[src/rtl/wei_pkg.sv]
// Shared types and constants for the wavefield extrapolation and imaging core.
package wei_pkg;

   localparam logic [1:0] KIND_LOAD    = 2'd0;
   localparam logic [1:0] KIND_TAP     = 2'd1;
   localparam logic [1:0] KIND_READ    = 2'd2;
   localparam logic [1:0] KIND_IGNORED = 2'd3;

   localparam logic [1:0] CSR_NUM_FREQS  = 2'd0;
   localparam logic [1:0] CSR_NUM_X      = 2'd1;
   localparam logic [1:0] CSR_HALF_WIDTH = 2'd2;

   typedef struct packed {
      logic [1:0]         kind;
      logic [7:0]         freq_index;
      logic [8:0]         x_index;
      logic signed [31:0] fwd_re;
      logic signed [31:0] fwd_im;
      logic signed [31:0] bwd_re;
      logic signed [31:0] bwd_im;
   } item_type;

   typedef struct packed {
      logic               result_kind;
      logic [8:0]         x_position;
      logic signed [47:0] image_value;
      logic signed [31:0] out_fwd_re;
      logic signed [31:0] out_fwd_im;
      logic signed [31:0] out_bwd_re;
      logic signed [31:0] out_bwd_im;
      logic               row_last;
   } result_type;

   // controller -> datapath
   typedef struct packed {
      logic load;       // capture item into input register
      logic wr_load;    // write sample into current bank
      logic rd_issue;   // issue bank read (readback or tap operand)
      logic mac;        // multiply stage valid
      logic acc;        // accumulate stage valid
      logic finish;     // advance tap; on last tap write new sample, update image
      logic img_rd;     // read image accumulator
      logic emit;       // load output register
   } cmd_type;

   // datapath -> controller
   typedef struct packed {
      logic is_tap;
      logic is_load;
      logic is_read;
      logic in_range;   // tap position inside 0..nx-1
      logic last_tap;
      logic last_freq;
   } stat_type;

   function automatic logic signed [31:0] sat32(input logic signed [34:0] v);
      if (v > 35'sd2147483647)       sat32 = 32'sh7fffffff;
      else if (v < -35'sd2147483648) sat32 = 32'sh80000000;
      else                           sat32 = v[31:0];
   endfunction

   function automatic logic signed [47:0] sat48(input logic signed [49:0] v);
      if (v > 50'sd140737488355327)       sat48 = 48'sh7fffffffffff;
      else if (v < -50'sd140737488355328) sat48 = 48'sh800000000000;
      else                                sat48 = v[47:0];
   endfunction

endpackage

[src/rtl/wei_ctrl.sv]
// Sequencing state machine for the wavefield extrapolation and imaging core.
module wei_ctrl (
   input  logic              clock,
   input  logic              reset,
   input  logic              req_tvalid,
   output logic              req_tready,
   output logic              rsp_tvalid,
   input  logic              rsp_tready,
   output wei_pkg::cmd_type  cmd,
   input  wei_pkg::stat_type stat
);
   import wei_pkg::*;

   typedef enum logic [2:0] {
      S_IDLE, S_DECODE, S_READ, S_MUL, S_ACC, S_FIN, S_IMG, S_EMIT
   } state_type;

   state_type state_ff, state_in;
   logic      rsp_valid_ff, rsp_valid_in;

   assign req_tready = (state_ff == S_IDLE);
   assign rsp_tvalid = rsp_valid_ff;

   always_comb begin
      state_in     = state_ff;
      rsp_valid_in = rsp_valid_ff && !rsp_tready;
      cmd          = '0;
      unique case (state_ff)
         S_IDLE: begin
            if (req_tvalid) begin
               cmd.load = 1'b1;
               state_in = S_DECODE;
            end
         end
         S_DECODE: begin
            if (stat.is_load) begin
               cmd.wr_load = 1'b1;
               state_in    = S_IDLE;
            end else if (stat.is_read || stat.is_tap) begin
               cmd.rd_issue = 1'b1;
               state_in     = S_READ;
            end else begin
               state_in = S_IDLE;
            end
         end
         S_READ: begin
            if (stat.is_read) state_in = S_EMIT;
            else begin
               cmd.mac  = 1'b1;
               state_in = S_MUL;
            end
         end
         S_MUL: begin
            cmd.acc  = stat.in_range;
            state_in = S_ACC;
         end
         S_ACC: begin
            if (stat.last_tap) begin
               cmd.img_rd = 1'b1;
               state_in   = S_FIN;
            end else begin
               cmd.finish = 1'b0;
               state_in   = S_FIN;
            end
         end
         S_FIN: begin
            if (stat.last_tap) begin
               cmd.finish = 1'b1;
               state_in   = stat.last_freq ? S_IMG : S_IDLE;
            end else begin
               cmd.finish = 1'b1;
               state_in   = S_IDLE;
            end
         end
         S_IMG:  state_in = S_EMIT;
         S_EMIT: begin
            if (!rsp_valid_ff || rsp_tready) begin
               cmd.emit     = 1'b1;
               rsp_valid_in = 1'b1;
               state_in     = S_IDLE;
            end
         end
         default: state_in = S_IDLE;
      endcase
   end

   always_ff @(posedge clock) begin
      if (reset) begin
         state_ff     <= S_IDLE;
         rsp_valid_ff <= 1'b0;
      end else begin
         state_ff     <= state_in;
         rsp_valid_ff <= rsp_valid_in;
      end
   end

endmodule

[config.mk]
export PLATFORM = sky130hd
export DESIGN_NAME = wei_ctrl
export DESIGN_NICKNAME = d
export VERILOG_FILES = /design/src/rtl/wei_pkg.sv /design/src/rtl/wei_ctrl.sv
export SDC_FILE = /design/constraint.sdc
export NUM_CORES = 1
export LEC_CHECK = 0
export BUFFER_PORTS_ARGS = -buffer_cell sky130_fd_sc_hd__buf_2
export CAP_MARGIN = 10
export CORE_AREA = 2 2 39 41
export CTS_BUF_LIST = sky130_fd_sc_hd__clkbuf_4 sky130_fd_sc_hd__clkbuf_8
export DETAILED_ROUTE_END_ITERATION = 10
export DIE_AREA = 0 0 41 43
export SYNTH_ARGS = -nofsm -noshare
export SYNTH_HDL_FRONTEND = slang
export SYNTH_SLANG_ARGS = --single-unit
[constraint.sdc]
create_clock -name clock -period 1.4 [get_ports clock]
set_input_delay 0.21 -clock clock [delete_from_list [all_inputs] [get_ports clock]]
set_output_delay 0.21 -clock clock [all_outputs]
set_load 0.02 [all_outputs]
Word level (Yosys, flattened, before mapping)
Index checks and enable logic that the tools add are counted.
- equal/unequal tests: 9
- mux-type cells: 24
- reductions and logical operators: 7
- operators by type and width (operator ; count):
    case mux 3 bit (8 select lines) ; 1
    two-way mux 3 bit ; 6
    two-way mux 1 bit ; 15
    == test 3 bit (second input constant) ; 4
    == test 3 x 2 -> 1 bit (second input constant) ; 2
    two-way mux 2 bit ; 2
    != test 2 bit (second input constant) ; 2
    == test 3 x 1 -> 1 bit (second input constant) ; 1
    logical NOT 3 bit ; 1
    logical NOT 1 bit ; 2
    logical OR 1 bit ; 2
    AND reduction 2 bit ; 1
    logical AND 1 bit ; 1
- register bits after elaboration: 4
- input bits: 10
- output and inout port bits: 10
- word-level logic and storage cells: 42

Longest topological paths before layout
Gate-level depths: netlist of run 1.
- word-level depth: 4
- gate-level depth with buffers: 4
- gate-level depth less buffers: 3

Worst setup path after synthesis of run 1
Ideal clock, no wire load.
- kind: register to output
- from: reg state_ff[0]
- to: out cmd[7] (netlist name)
- arrival: 1.364 ns
- required time: 1.190 ns
- setup slack: -0.174 ns
- stages on the path, launching flop included: 4
- path buffers: 1
- path through: dfxtp_1 > buf_4 > nor3_1 > and2_1
- RTL lines (item ; line ; text):
    start: declaration ; wei_ctrl.sv:18 ; state_type state_ff, state_in;
    start signal: assignment ; wei_ctrl.sv:92 ; state_ff <= state_in;
    end: declaration ; wei_ctrl.sv:9 ; output wei_pkg::cmd_type cmd,

==> results_dict.tcl, run 1 <==
set metrics [dict create \
    placed_area_sq_um 370 \
    tns_ns 0 \
    initialDrtViolationCount 0 \
    core_sq_um 1380 \
    clk-insertion-delay-late_ns 0.24 \
    synth_cells 31 \
    crit_path_start_kind "flip-flop" \
    ff2ff_setup_slack_ns 0.30 \
    synth_seq_area_share_pct 31.1 \
    grt_pass1_vias 258 \
    cp_max_fo 8 \
    grt_first_pass_wirelength_mm 1.10 \
    dieHeight_microns 43 \
    io_pins 20 \
    numPortBuffers 19 \
    cts_hold_buf 0 \
    yosys.area.top_type "dfxtp_1" \
    syn_nets 41 \
    yosysWarnings 0 \
    max_slew_margin_pct 84.5 \
    routed_wl_microns 785 \
    crit_type "reg2out" \
    clock_skew_ns 0.00766 \
    syn2layout_area_growth_pct 69.4 \
    synth_cell_types 21 \
    path_clk_slew_ns 0.04 \
    dieArea_sq_um 1760 \
    r2r_start "state_ff[1]$_SDFFE_PP0P_" \
    yosysTopAreaCellShare_pct 31.1 \
    synthTopCellsByArea "dfxtp_1 31%, a221oi_2 5.8%, nor2_1 5.8%, and4bb_2 4.9%, and4b_2 4.4%" \
    r2r_end "state_ff[1]$_SDFFE_PP0P_" \
    cts_tree "built" \
    min_period_over_period_pct 98.0 \
    grt_use_total_pct 9.55 \
    cts_buffers 3 \
    power_uw 374 \
    final_area_sq_um 437 \
    rsz0062_at_grt "true" \
    place.gp.congestion 0.786 \
    viasPerCell 4.44 \
    powerDensity_nw_per_um2 857 \
    rr_worst_depth 3 \
    num_antenna_cells 0 \
    cts_buffer_depth 2 \
    drive_above_1_share_pct 67.3 \
    syn_area_sq_um 258 \
    post_drt_wl_per_cell_microns 11.5 \
    fp-row-count 14 \
    hp-start "reset" \
    vias 302 \
    worst_hold_path_type "in2reg" \
    peakVddDrop_uv 363 \
    final-setup-viol-count 0 \
    drc 0 \
    fin_crit_ns 1.37 \
    grt_max_degree 12 \
    die_w_microns 41 \
    slew_violations 0 \
    worstSetupEndpoint "cmd[4]" \
    antenna_found_initial 0 \
    start_util_pct 18.6 \
    hpwl_microns 540 \
    layout_commonest_cell "buf_2" \
    layout.nets 64 \
    crit_path_end_kind "output pin" \
    critical_path.startpoint "state_ff[1]$_SDFFE_PP0P_" \
    cts_sinks 4 \
    avgSynthCellArea_sq_um 8.31 \
    final_cell_mix "17 x buf_2, 3 x inv_1, 3 x nor2_1, 3 x clkbuf_4, 3 x dfxtp_4" \
    cts_htree_levels 1 \
    hold_violations 0 \
    ant_nets 0 \
    arrival_ns 1.16 \
    status "complete, no violations" \
    overflow 0 \
    drv_cap 0 \
    leakage_uw 0.000218 \
    root_buffer "clkbuf_4" \
    dr.pass1.iters 1 \
    ys_ff_latch 4 \
    fmax_ghz 0.729 \
    worstMarginPinSlew_ns 0.232 \
    required_ns 1.19 \
]
==> kinds of logic after synthesis <==
| family | synth area share [%] |
|---|---|
| buffers and inverters | 7.28 |
| AND/OR/NAND/NOR | 38.4 |
| AO/OA/AOI/OAI | 18.9 |
| multiplexers | 4.37 |
| flip-flops | 31.1 |
==> worst min-delay path by stage <==
stage,to,slack (ns),cells past startpoint
floorplan,state_ff[0]$_SDFFE_PP0P_,0.28,1
global placement,state_ff[0]$_SDFFE_PP0P_,0.43,2
detailed placement,state_ff[0]$_SDFFE_PP0P_,0.44,2
CTS,state_ff[0]$_SDFFE_PP0P_,0.17,2
global route,state_ff[0]$_SDFFE_PP0P_,0.18,2
finish,state_ff[0]$_SDFFE_PP0P_,0.18,2
==> cell type report <==
cell class / count / area (sq um)
Clock buffer: 3 / 22.5
Fill cell: 163 / 947
Inverter: 3 / 11.3
Multi-Input combinational cell: 23 / 191
Sequential cell: 4 / 91.3
Tap cell: 16 / 20.0
Timing Repair Buffer: 19 / 100
==> through the flow <==
| step | utilization, % | hold slack [ns] | instances | worst slack (ns) |
|---|---|---|---|---|
| final | 31.6 | 0.178 | 68 | 0.0285 |
| after floorplan | - | 0.276 | 31 | 0.0630 |
| after global routing | 31.6 | 0.177 | 68 | -0.0483 |
| after global placement | 26.8 | 0.429 | 65 | 0.156 |
| after detailed placement | 26.8 | 0.436 | 65 | 0.134 |
| after CTS | 29.0 | 0.168 | 68 | 0.00126 |
==> registers in the layout (all words and copies together), names as in the netlist <==
| name | flops |
|---|---|
| rsp_tvalid | 1 |
| state_ff | 3 |
==> cells in the mapped netlist <==
library cell  count
a21oi_1           1
a221oi_2          1
a31oi_1           1
a32oi_1           1
and2_1            1
and2b_1           1
and3_1            1
and3b_1           1
and4b_2           1
and4bb_2          1
buf_4             1
dfxtp_1           4
inv_1             3
mux2_2            1
nand2_1           2
nor2_1            4
nor2b_1           1
nor3_1            2
o2111ai_1         1
o21ai_0           1
or2b_1            1
==> critical path, stage by stage (launching register included) <==
cell	delay (ns)
dfxtp_4	0.39
or2b_1	0.26
nor3_2	0.11
buf_4	0.16
==> where the power goes <==
group	internal [uW]	switching, uW
clock	96.4	55.1
sequential	120	18.7
combinational	39.6	44.5
==> per-layer routing <==
| layer | share of wire [%] | vias up | global-route usage [%] |
|---|---|---|---|
| met4 | 0 | 0 | 6.00 |
| met3 | 12 | 0 | 4.71 |
| met5 | 0 | - | 0 |
| met2 | 41 | 18 | 10.9 |
| met1 | 47 | 126 | 13.5 |
| li1 | - | 158 | - |
==> repair_timing <==
action / 4_1_cts / 5_1_grt
setup buffers: 0 / 0
gates resized for setup: 5 / 9
setup endpoints to repair: 5 / 4
Note: power is estimated with default switching activity, not from simulation.
==> run 2: changes to the inputs <==
- ABC_AREA: default -> 1
==> results_dict.tcl, run 2 <==
set metrics [dict create \
    status "complete, no violations" \
    crit_path_end_kind "output pin" \
    layout.nets 88 \
    core_sq_um 1380 \
    tns_ns 0 \
    hpwl_microns 594 \
    synth_seq_area_share_pct 25.5 \
    fp-row-count 14 \
    leakage_uw 0.000278 \
    synth_cell_types 14 \
    drive_above_1_share_pct 38.2 \
    max_flop_register "state_ff" \
    worstMarginPinSlew_ns 0.162 \
    synth_edf_count 0 \
    cts_tree "built" \
    grt_first_pass_wirelength_mm 1.08 \
    start_util_pct 22.7 \
    hold_violations 0 \
    instances_no_fill 92 \
    viasPerCell 4.01 \
    worst_hold_path_type "in2reg" \
    grt_pass1_vias 307 \
    arrival_ns 1.08 \
    crit_type "reg2out" \
    antenna_found_initial 0 \
    holdPathEnd "state_ff[1]$_SDFFE_PP0P_" \
    fin_ws_ns 0.111 \
    path_clk_slew_ns 0.03 \
    cts_buffer_depth 2 \
    yosys.area.top_type "dfxtp_1" \
    place.gp.congestion 0.743 \
    fin_crit_ns 1.29 \
    layout_commonest_cell "buf_2" \
    post_drt_wl_per_cell_microns 7.84 \
    async_flop_share_pct 0 \
    numPortBuffers 19 \
    clock_skew_ns 0.000476 \
    synth_ff_type "dfxtp_1" \
    syn_area_sq_um 314 \
    final_cell_mix "19 x buf_2, 12 x inv_1, 12 x nor2_1, 10 x nand2_1, 5 x nand3_1" \
    yosysWarnings 0 \
    avgSynthCellArea_sq_um 5.71 \
    rsz0062_at_grt "false" \
    synth_commonest_cells "12 x inv_1, 12 x nor2_1, 10 x nand2_1, 5 x nand3_1, 4 x dfxtp_1" \
    syn_nets 65 \
    synth_cells 55 \
    dp_slack_ns 0.167 \
    synthTopCellsByArea "dfxtp_1 25%, inv_1 14%, nor2_1 14%, nand2_1 12%, nand3_1 8.0%" \
    yosysTopAreaCellShare_pct 25.5 \
    io_pins 20 \
    r2r_end "state_ff[1]$_SDFFE_PP0P_" \
    cts_buffers 3 \
    routed_wl_microns 721 \
    fmax_ghz 0.776 \
    cts_sinks 4 \
    initialDrtViolationCount 7 \
    grt_use_total_pct 9.04 \
    die_w_microns 41 \
    vias 369 \
    powerDensity_nw_per_um2 826 \
    root_buffer "clkbuf_4" \
    min_period_over_period_pct 92.1 \
    cts_htree_levels 1 \
    cts_hold_buf 0 \
    num_antenna_cells 0 \
    cp_max_fo 7 \
    rr_worst_depth 7 \
    whs_path_depth 2 \
    largest_register_ffs 3 \
    place_inst 89 \
    dieArea_sq_um 1760 \
    grt_max_degree 12 \
    peakVddDrop_uv 352 \
    ff2ff_setup_slack_ns 0.42 \
    clk-insertion-delay-late_ns 0.23 \
    required_ns 1.19 \
    drv_cap 0 \
    hp-start "reset" \
    overflow 0 \
    dieHeight_microns 43 \
    slew_violations 0 \
    cts_setup_buffers 0 \
    syn2layout_area_growth_pct 42.2 \
    dr.pass1.iters 2 \
    crit_path_start_kind "flip-flop" \
    drc 0 \
    max_slew_margin_pct 89.2 \
    ys_ff_latch 4 \
    r2r_start "state_ff[1]$_SDFFE_PP0P_" \
    final-setup-viol-count 0 \
    ant_nets 0 \
]
run 2: cell count changes after synthesis, moves of 2 or more:
cell / change
nand3_1: +5
inv_2: +2
nor2_1: +8
inv_1: +9
nand2_1: +8
run 2: where the power goes:
part | switching, uW | internal [uW]
Combinational | 59.5 | 36.9
Clock | 42.0 | 95.5
Sequential | 13.4 | 122
run 2: worst max-delay path: stages, from the launching register on:
cell     delay (ns)
dfxtp_2        0.35
inv_1          0.07
nand2_1        0.06
nor3b_1        0.18
buf_2          0.19
run 2: how the worst max path moves through the flow:
stage | end | from | slack [ns] | cells past startpoint
CTS | cmd[5] | state_ff[1]$_SDFFE_PP0P_ | 0.03 | 6
floorplan | cmd[6] | state_ff[0]$_SDFFE_PP0P_ | 0.17 | 2
detailed placement | cmd[0] | state_ff[2]$_SDFFE_PP0P_ | 0.17 | 3
global placement | cmd[0] | state_ff[2]$_SDFFE_PP0P_ | 0.20 | 3
finish | cmd[6] | state_ff[1]$_SDFFE_PP0P_ | 0.11 | 4
global route | cmd[5] | state_ff[1]$_SDFFE_PP0P_ | 0.03 | 6
run 2: timing repair:
item	4_1_cts	5_1_grt
cloned	0	0
gates resized for setup	1	3
setup endpoints to repair	1	4
pin swaps	0	0
run 2: layer usage:
metal / global-route usage [%] / up-vias / wire [microns]
met1: 9.97 / 151 / 334
met2: 13.8 / 10 / 336
li1: - / 208 / -
met4: 6.00 / 0 / 0
met3: 3.14 / 0 / 51
met5: 0 / - / 0
run 2: final cells by class:
type	count	area, sq um
fillers	150	937
inverters	14	52.6
repair buffers	19	95.1
flip-flops and latches	4	86.3
multi-input cells	36	170
clock buffers	3	22.5
well taps	16	20.0
run 2: cells by family after synthesis:
family / after synthesis / share of synthesized area [%]
buffers and inverters: 15 / 20.3
flip-flops: 4 / 25.5
AND/OR/NAND/NOR: 33 / 48.6
AO/OA/AOI/OAI: 3 / 5.58
run 2: metrics by stage:
step	cell area (sq um)	hold WS, ns	power [uW]	utilization, %
after global routing	447	0.154	398	32.3
after floorplan	314	0.279	199	-
after global placement	418	0.413	232	30.2
after detailed placement	418	0.407	233	30.2
final	447	0.160	369	32.3
after CTS	442	0.159	381	31.9
